<file path="config.mk">
export PLATFORM = sky130hd
export DESIGN_NAME = trpv_div
export DESIGN_NICKNAME = d
export VERILOG_FILES = /design/src/hw/rtl/triangle_rotate_project_viewport_assert.svh /design/src/hw/rtl/trpv_pkg.sv /design/src/hw/rtl/trpv_div.sv
export SDC_FILE = /design/constraint.sdc
export NUM_CORES = 2
export LEC_CHECK = 0
export BUFFER_PORTS_ARGS = -buffer_cell sky130_fd_sc_hd__buf_4
export CORE_AREA = 5 5 492 494
export CTS_CLUSTER_SIZE = 40
export DETAILED_ROUTE_END_ITERATION = 10
export DIE_AREA = 0 0 497 499
export PLACE_DENSITY_LB_ADDON = 0.08
export SYNTH_ARGS = -nofsm -noshare
export SYNTH_HDL_FRONTEND = slang
export SYNTH_SLANG_ARGS = --single-unit
</file>
<file path="constraint.sdc">
create_clock -name clk -period 6.63 [get_ports clk]
set_clock_uncertainty 0.2 [all_clocks]
set_input_delay 0.663 -clock clk [delete_from_list [all_inputs] [get_ports clk]]
set_output_delay 0.663 -clock clk [all_outputs]
set_load 0.02 [all_outputs]
</file>
<file path="src/hw/rtl/triangle_rotate_project_viewport_assert.svh">
// assertion macros for the triangle transform block
`ifndef TRIANGLE_ROTATE_PROJECT_VIEWPORT_ASSERT_SVH
`define TRIANGLE_ROTATE_PROJECT_VIEWPORT_ASSERT_SVH
`ifndef SYNTHESIS
// same-cycle implication, checked out of reset
`define TRPV_ASSERT_IMP(lbl, clk, rst_n, ante, cons) \
  lbl: assert property (@(posedge clk) disable iff (!rst_n) (ante) |-> (cons)) \
    else $error("assertion failed");
// next-cycle implication, checked out of reset
`define TRPV_ASSERT_NXT(lbl, clk, rst_n, ante, cons) \
  lbl: assert property (@(posedge clk) disable iff (!rst_n) (ante) |=> (cons)) \
    else $error("assertion failed");
`else
`define TRPV_ASSERT_IMP(lbl, clk, rst_n, ante, cons)
`define TRPV_ASSERT_NXT(lbl, clk, rst_n, ante, cons)
`endif
`endif

</file>
<file path="src/hw/rtl/trpv_pkg.sv">
// shared types, constants and helpers of the triangle transform block
package trpv_pkg;

  // input transaction: three vertices, signed q8.8
  typedef struct packed {
    logic signed [15:0] vertex0_x;
    logic signed [15:0] vertex0_y;
    logic signed [15:0] vertex0_z;
    logic signed [15:0] vertex1_x;
    logic signed [15:0] vertex1_y;
    logic signed [15:0] vertex1_z;
    logic signed [15:0] vertex2_x;
    logic signed [15:0] vertex2_y;
    logic signed [15:0] vertex2_z;
  } in_t;

  // result transaction
  typedef struct packed {
    logic signed [15:0] screen0_x;
    logic signed [15:0] screen0_y;
    logic signed [15:0] screen1_x;
    logic signed [15:0] screen1_y;
    logic signed [15:0] screen2_x;
    logic signed [15:0] screen2_y;
    logic signed [15:0] depth0;
    logic signed [15:0] depth1;
    logic signed [15:0] depth2;
    logic [2:0]         w_zero_mask;
  } out_t;

  // configuration register file contents
  typedef struct packed {
    logic [31:0]        rotate_z;
    logic [31:0]        rotate_x;
    logic signed [15:0] proj_x_scale;
    logic signed [15:0] proj_y_scale;
    logic signed [15:0] depth_scale;
    logic signed [15:0] depth_offset;
    logic [12:0]        screen_width;
    logic [12:0]        screen_height;
  } cfg_t;

  // register indexes
  typedef enum logic [2:0] {
    REG_ROTATE_Z      = 3'd0,
    REG_ROTATE_X      = 3'd1,
    REG_PROJ_X_SCALE  = 3'd2,
    REG_PROJ_Y_SCALE  = 3'd3,
    REG_DEPTH_SCALE   = 3'd4,
    REG_DEPTH_OFFSET  = 3'd5,
    REG_SCREEN_WIDTH  = 3'd6,
    REG_SCREEN_HEIGHT = 3'd7
  } reg_idx_t;

  localparam int CFG_DATA_W = 32;

  // reset values
  localparam logic [31:0]        RST_ROTATE     = 32'h4000_0000;
  localparam logic signed [15:0] RST_PROJ_X     = 16'sd3840;
  localparam logic signed [15:0] RST_PROJ_Y     = 16'sd4096;
  localparam logic signed [15:0] RST_DEPTH_SCL  = 16'sd4096;
  localparam logic signed [15:0] RST_DEPTH_OFS  = -16'sd410;
  localparam logic [12:0]        RST_SCR_WIDTH  = 13'd256;
  localparam logic [12:0]        RST_SCR_HEIGHT = 13'd240;

  // scene push along z: 3.0 in q8.8
  localparam logic signed [15:0] Z_OFFSET = 16'sd768;

  // quotient magnitude bits, wide enough that clamping never changes a result
  localparam int QW      = 31;
  // divider stages: prepare, one per quotient bit, sign
  localparam int DIV_LAT = QW + 2;

  // saturate to 16-bit signed
  function automatic logic signed [15:0] sat16(input logic signed [47:0] v);
    if (v > 48'sd32767) begin
      return 16'sh7fff;
    end else if (v < -48'sd32768) begin
      return 16'sh8000;
    end else begin
      return v[15:0];
    end
  endfunction

endpackage

</file>
<file path="src/hw/rtl/trpv_div.sv">
// pipelined restoring divider, one quotient bit per stage, rounded and clamped
module trpv_div #(
  parameter int COORD_BITS = 16
) (
  input  logic                         clk,
  input  logic                         en,
  input  logic [COORD_BITS+19:0]       num_mag,
  input  logic [COORD_BITS-1:0]        den_mag,
  input  logic                         neg,
  output logic signed [trpv_pkg::QW:0] quo
);
  import trpv_pkg::*;

  localparam int CB = COORD_BITS;
  localparam int NW = COORD_BITS + 20;

  logic [CB-1:0] rem_r [QW+1], rem_nxt [QW+1];
  logic [CB-1:0] den_r [QW+1], den_nxt [QW+1];
  logic [QW-1:0] low_r [QW+1], low_nxt [QW+1];
  logic [QW-1:0] q_r [QW+1], q_nxt [QW+1];
  logic          ovf_r [QW+1], ovf_nxt [QW+1];
  logic          neg_r [QW+1], neg_nxt [QW+1];
  logic signed [QW:0] quo_r, quo_nxt;

  always_comb begin
    logic [NW-1:0] n0;
    logic [CB:0]   r2;
    logic          ge;
    logic [QW-1:0] qm;
    // prepare: add half the divisor, detect quotient overflow
    n0 = num_mag + NW'(den_mag >> 1);
    ovf_nxt[0] = (CB'(n0[NW-1:QW]) >= den_mag);
    rem_nxt[0] = ovf_nxt[0] ? '0 : CB'(n0[NW-1:QW]);
    low_nxt[0] = n0[QW-1:0];
    den_nxt[0] = den_mag;
    neg_nxt[0] = neg;
    q_nxt[0]   = '0;
    // one quotient bit per stage
    for (int i = 1; i <= QW; i++) begin
      r2 = {rem_r[i-1], low_r[i-1][QW-i]};
      ge = (r2 >= {1'b0, den_r[i-1]});
      rem_nxt[i] = ge ? CB'(r2 - {1'b0, den_r[i-1]}) : CB'(r2);
      q_nxt[i]   = {q_r[i-1][QW-2:0], ge};
      low_nxt[i] = low_r[i-1];
      den_nxt[i] = den_r[i-1];
      ovf_nxt[i] = ovf_r[i-1];
      neg_nxt[i] = neg_r[i-1];
    end
    // clamp and apply sign
    qm = ovf_r[QW] ? '1 : q_r[QW];
    quo_nxt = neg_r[QW] ? -$signed({1'b0, qm}) : $signed({1'b0, qm});
  end

  always_ff @(posedge clk) begin
    if (en) begin
      for (int i = 0; i <= QW; i++) begin
        rem_r[i] <= rem_nxt[i];
        den_r[i] <= den_nxt[i];
        low_r[i] <= low_nxt[i];
        q_r[i]   <= q_nxt[i];
        ovf_r[i] <= ovf_nxt[i];
        neg_r[i] <= neg_nxt[i];
      end
      quo_r <= quo_nxt;
    end
  end

  assign quo = quo_r;

endmodule

</file>
==> qor.txt <==
worst-case clock buffer depth: 3
Post-DP Area: 99000 µm²
clk_lat worst skew: 870 ps
vias in the first global route: 51300
TritonRoute pass-1 iters: 7
routability cong.: 0.869
total track usage: 14.5%
final hold violations: 0
commonest non-fill, non-tap cell in the layout: edfxtp_1
Final Critical Period: 4930 ps
Adder-Cell Fraction of Synth Area: 7.37%
initial core utilization: 39.9%
Nets: 7644
Setup WS pre-CTS: 1300 ps
Synth Area in Compound Gates: 8.28%
worst vdd ir: 0.228 mV
Worst-Margin Slew: 1080 ps
Root Buffer: clkbuf_16
Distinct cells, synth: 73
max frequency: 203 MHz
ys async rst share: 0%
worst hold path type: in -> reg
Synthesis Warnings: 0
RSZ-0062 raised after global routing: no
total power: 47.3 mW
switch share: 32.1%
Final Non-Filler Cells: 10400
leakage dissipation: 40.4 nW
worst-path maximum fanout: 7
Final Cell Area: 107000 µm²
final setup fails: 0
Critical Path Start Type: primary input
Worst slew margin: 28.0%
layout cells sized above 1: 11.2%
Iter 0 DRT Violations: 3779
share of synthesized cell area in and, or, nand and nor gates: 7.76%
register area: 62100 µm²
clk sinks: 2069
Clock Power Share: 26.1%
Post-Synth XOR/XNOR Area: 2.69%
Syn Nets: 7370
Max Cap Violations: 0
synthesis-to-layout area growth: 13.1%
DRT Wirelength: 185 mm
Worst Setup Slack, final: 1700 ps
TNS Setup: 0 ps
Layout fillers: 21100
Seq/Total Area, Yosys: 65.8%
die footprint: 248000 µm²
Combinational Power Share: 33.9%
area of the multi-input gates: 29500 µm²
synthesized cell area: 94500 µm²
cell count after synthesis: 6777
CTS tree: done
met2 usage: 22.4%
WP data arrival: 5350 ps
sequential power share: 40.0%
grt met1 use: 21.0%
pwr dens: 443 nW/µm²
drt via density: 5.06
Die Wd: 497 µm
largest net degree at the start of global routing: 166
first-pass GRT wire length: 289 mm
post-layout util: 45.1%
WP data required: 7050 ps
global route overflow: 0
WS Path Type: in -> reg
Tcrit/Tclk final: 74.3%
crit end category: flop
Placed Cells: 9947
grt met3 use: 2.78%
Min Hold Slack: 78.0 ps
Pint: 32.1 mW
die height: 499 µm
Sw Pwr: 15.2 mW
FP Rows: 179
cts bufs inserted: 224
DR WL/cell: 17.8 µm
post-synthesis mux area share: 5.12%
commonest cells after routing, fill and taps aside: 2069 x edfxtp_1, 615 x inv_1, 507 x ha_1, 395 x nor2_1, 343 x a21oi_1
CTS H-tree depth: 4
number of synthesized flops with an enable pin: 2069
Mean Syn Cell Area: 13.9 µm²
Synth Flop Type: edfxtp_1
outcome: finished, final reports clean
Reg clk slew, reported paths: 60 ps
largest family of logic cells by synthesized area: compound AO/OA/AOI/OAI gates
Final HPWL DP: 130 mm
Port Buf Inserts: 86
via count: 52700
synthesized flop and latch total: 2069
initial antenna violation count: 7
Final Max Tran Viols: 0
DRC violations left: 0
core area: 237000 µm²
io pins: 87
Final ANT Viol Nets: 0
grt peak-use layer: met2
## timing repair
item / CTS / global route
setup endpoints to repair: 0 / 0
hold buffers: 45 / 0
gates resized for setup: 0 / 0
buffers inserted: 0 / 0
hold endpoints to repair: 39 / 0
## critical path, cell delays in order
cell and delay, ps:
dlygate4sd3_1 530, buf_4 110, ha_1 200, inv_1 70, fa_1 440, nor2b_1 140
o21a_1 140, o21a_1 150, o41a_1 220, a211oi_1 160, nor3_1 760, nand2_1 210
xnor2_1 180, ha_1 270, a21o_1 110, a21o_1 110, a21o_1 110, a21oi_1 60
nor2_1 380, nor2b_1 90, mux2_2 270
## state kept, by name, summed over array words and instances, names as in the netlist
register,cells
den_r,496
low_r,496
q_r,496
rem_r,485
neg_r,32
ovf_r,32
quo,32
## final timing paths
kind	to	cells past startpoint	start	slack, ps
min reg2reg	q_r[1][457]$_DFFE_PP_	0	q_r[1][425]$_DFFE_PP_	190
max	rem_r[0][1]$_SDFFCE_PP0P_	21	den_mag[1]	1700
max reg2reg	rem_r[0][151]$_DFFE_PP_	12	den_r[0][129]$_DFFE_PP_	2710
min	rem_r[0][32]$_DFFE_PP_	1	en	80
## layer usage
metal | part of all wire [%] | up-vias
met2 | 45 | 984
li1 | - | 26000
met1 | 49 | 25500
met3 | 4.7 | 283
met5 | 0 | -
met4 | 2.1 | 0
## cells by family (layout without fill, tap and decap cells)
kind of cell / after synthesis / count (layout)
other: 0 / 1
adder cells (fa/ha/maj): 538 / 538
AND/OR/NAND/NOR: 1454 / 1454
buffers and inverters: 742 / 1208
XOR/XNOR: 290 / 290
flip-flops: 2069 / 2069
AO/OA/AOI/OAI: 1240 / 1240
multiplexers: 444 / 444
## final cells by class
cell class              count  share of cell area [%]
flip-flops and latches   2069                    58.1
multi-input cells        3966                    27.6
clock buffers             270                    5.41
well taps                3167                    3.71
inverters                 620                    2.18
clock inverters           148                    1.51
repair buffers            170                    1.46
diodes                      1                 0.00234
## synth_stat cells, types with 13 or more instances
cell	number	share of area [%]
nand4_1	123	0.81
or4_1	19	0.15
nand3b_1	21	0.17
xnor2_1	195	1.8
a211oi_1	31	0.25
a21oi_1	343	1.8
nand3_1	84	0.44
nor4_1	36	0.24
nor2b_1	143	0.95
nand2b_1	65	0.43
ha_1	507	6.7
mux2_2	314	3.7
o32a_1	18	0.19
and3_1	31	0.21
a211o_1	13	0.12
nor3b_1	44	0.35
xor2_1	95	0.88
a31oi_1	66	0.44
a21o_1	107	0.85
nand4b_1	17	0.16
o31ai_1	41	0.33
o21a_1	89	0.71
a21boi_0	49	0.39
buf_2	31	0.16
and2_1	24	0.16
inv_1	615	2.4
fa_1	31	0.66
mux2i_1	128	1.4
nor3_1	99	0.52
clkbuf_1	79	0.31
nand2_1	298	1.2
or3_1	27	0.18
o22ai_1	31	0.21
o2111ai_1	34	0.32
o21ai_0	309	1.6
edfxtp_1	2069	66
o211ai_1	34	0.27
nor2_1	395	1.6
## power by group through the flow
stage / registers (mW) / logic, mW / clock network [mW]
floorplan: 18.6 / 12.4 / 0
CTS: 19.0 / 16.0 / 12.9
global route: 19.2 / 17.8 / 13.4
finish: 19.0 / 16.0 / 12.3
global placement: 19.3 / 15.6 / 0
detailed placement: 19.3 / 15.8 / 0
Power figures use the tool's default switching activity.
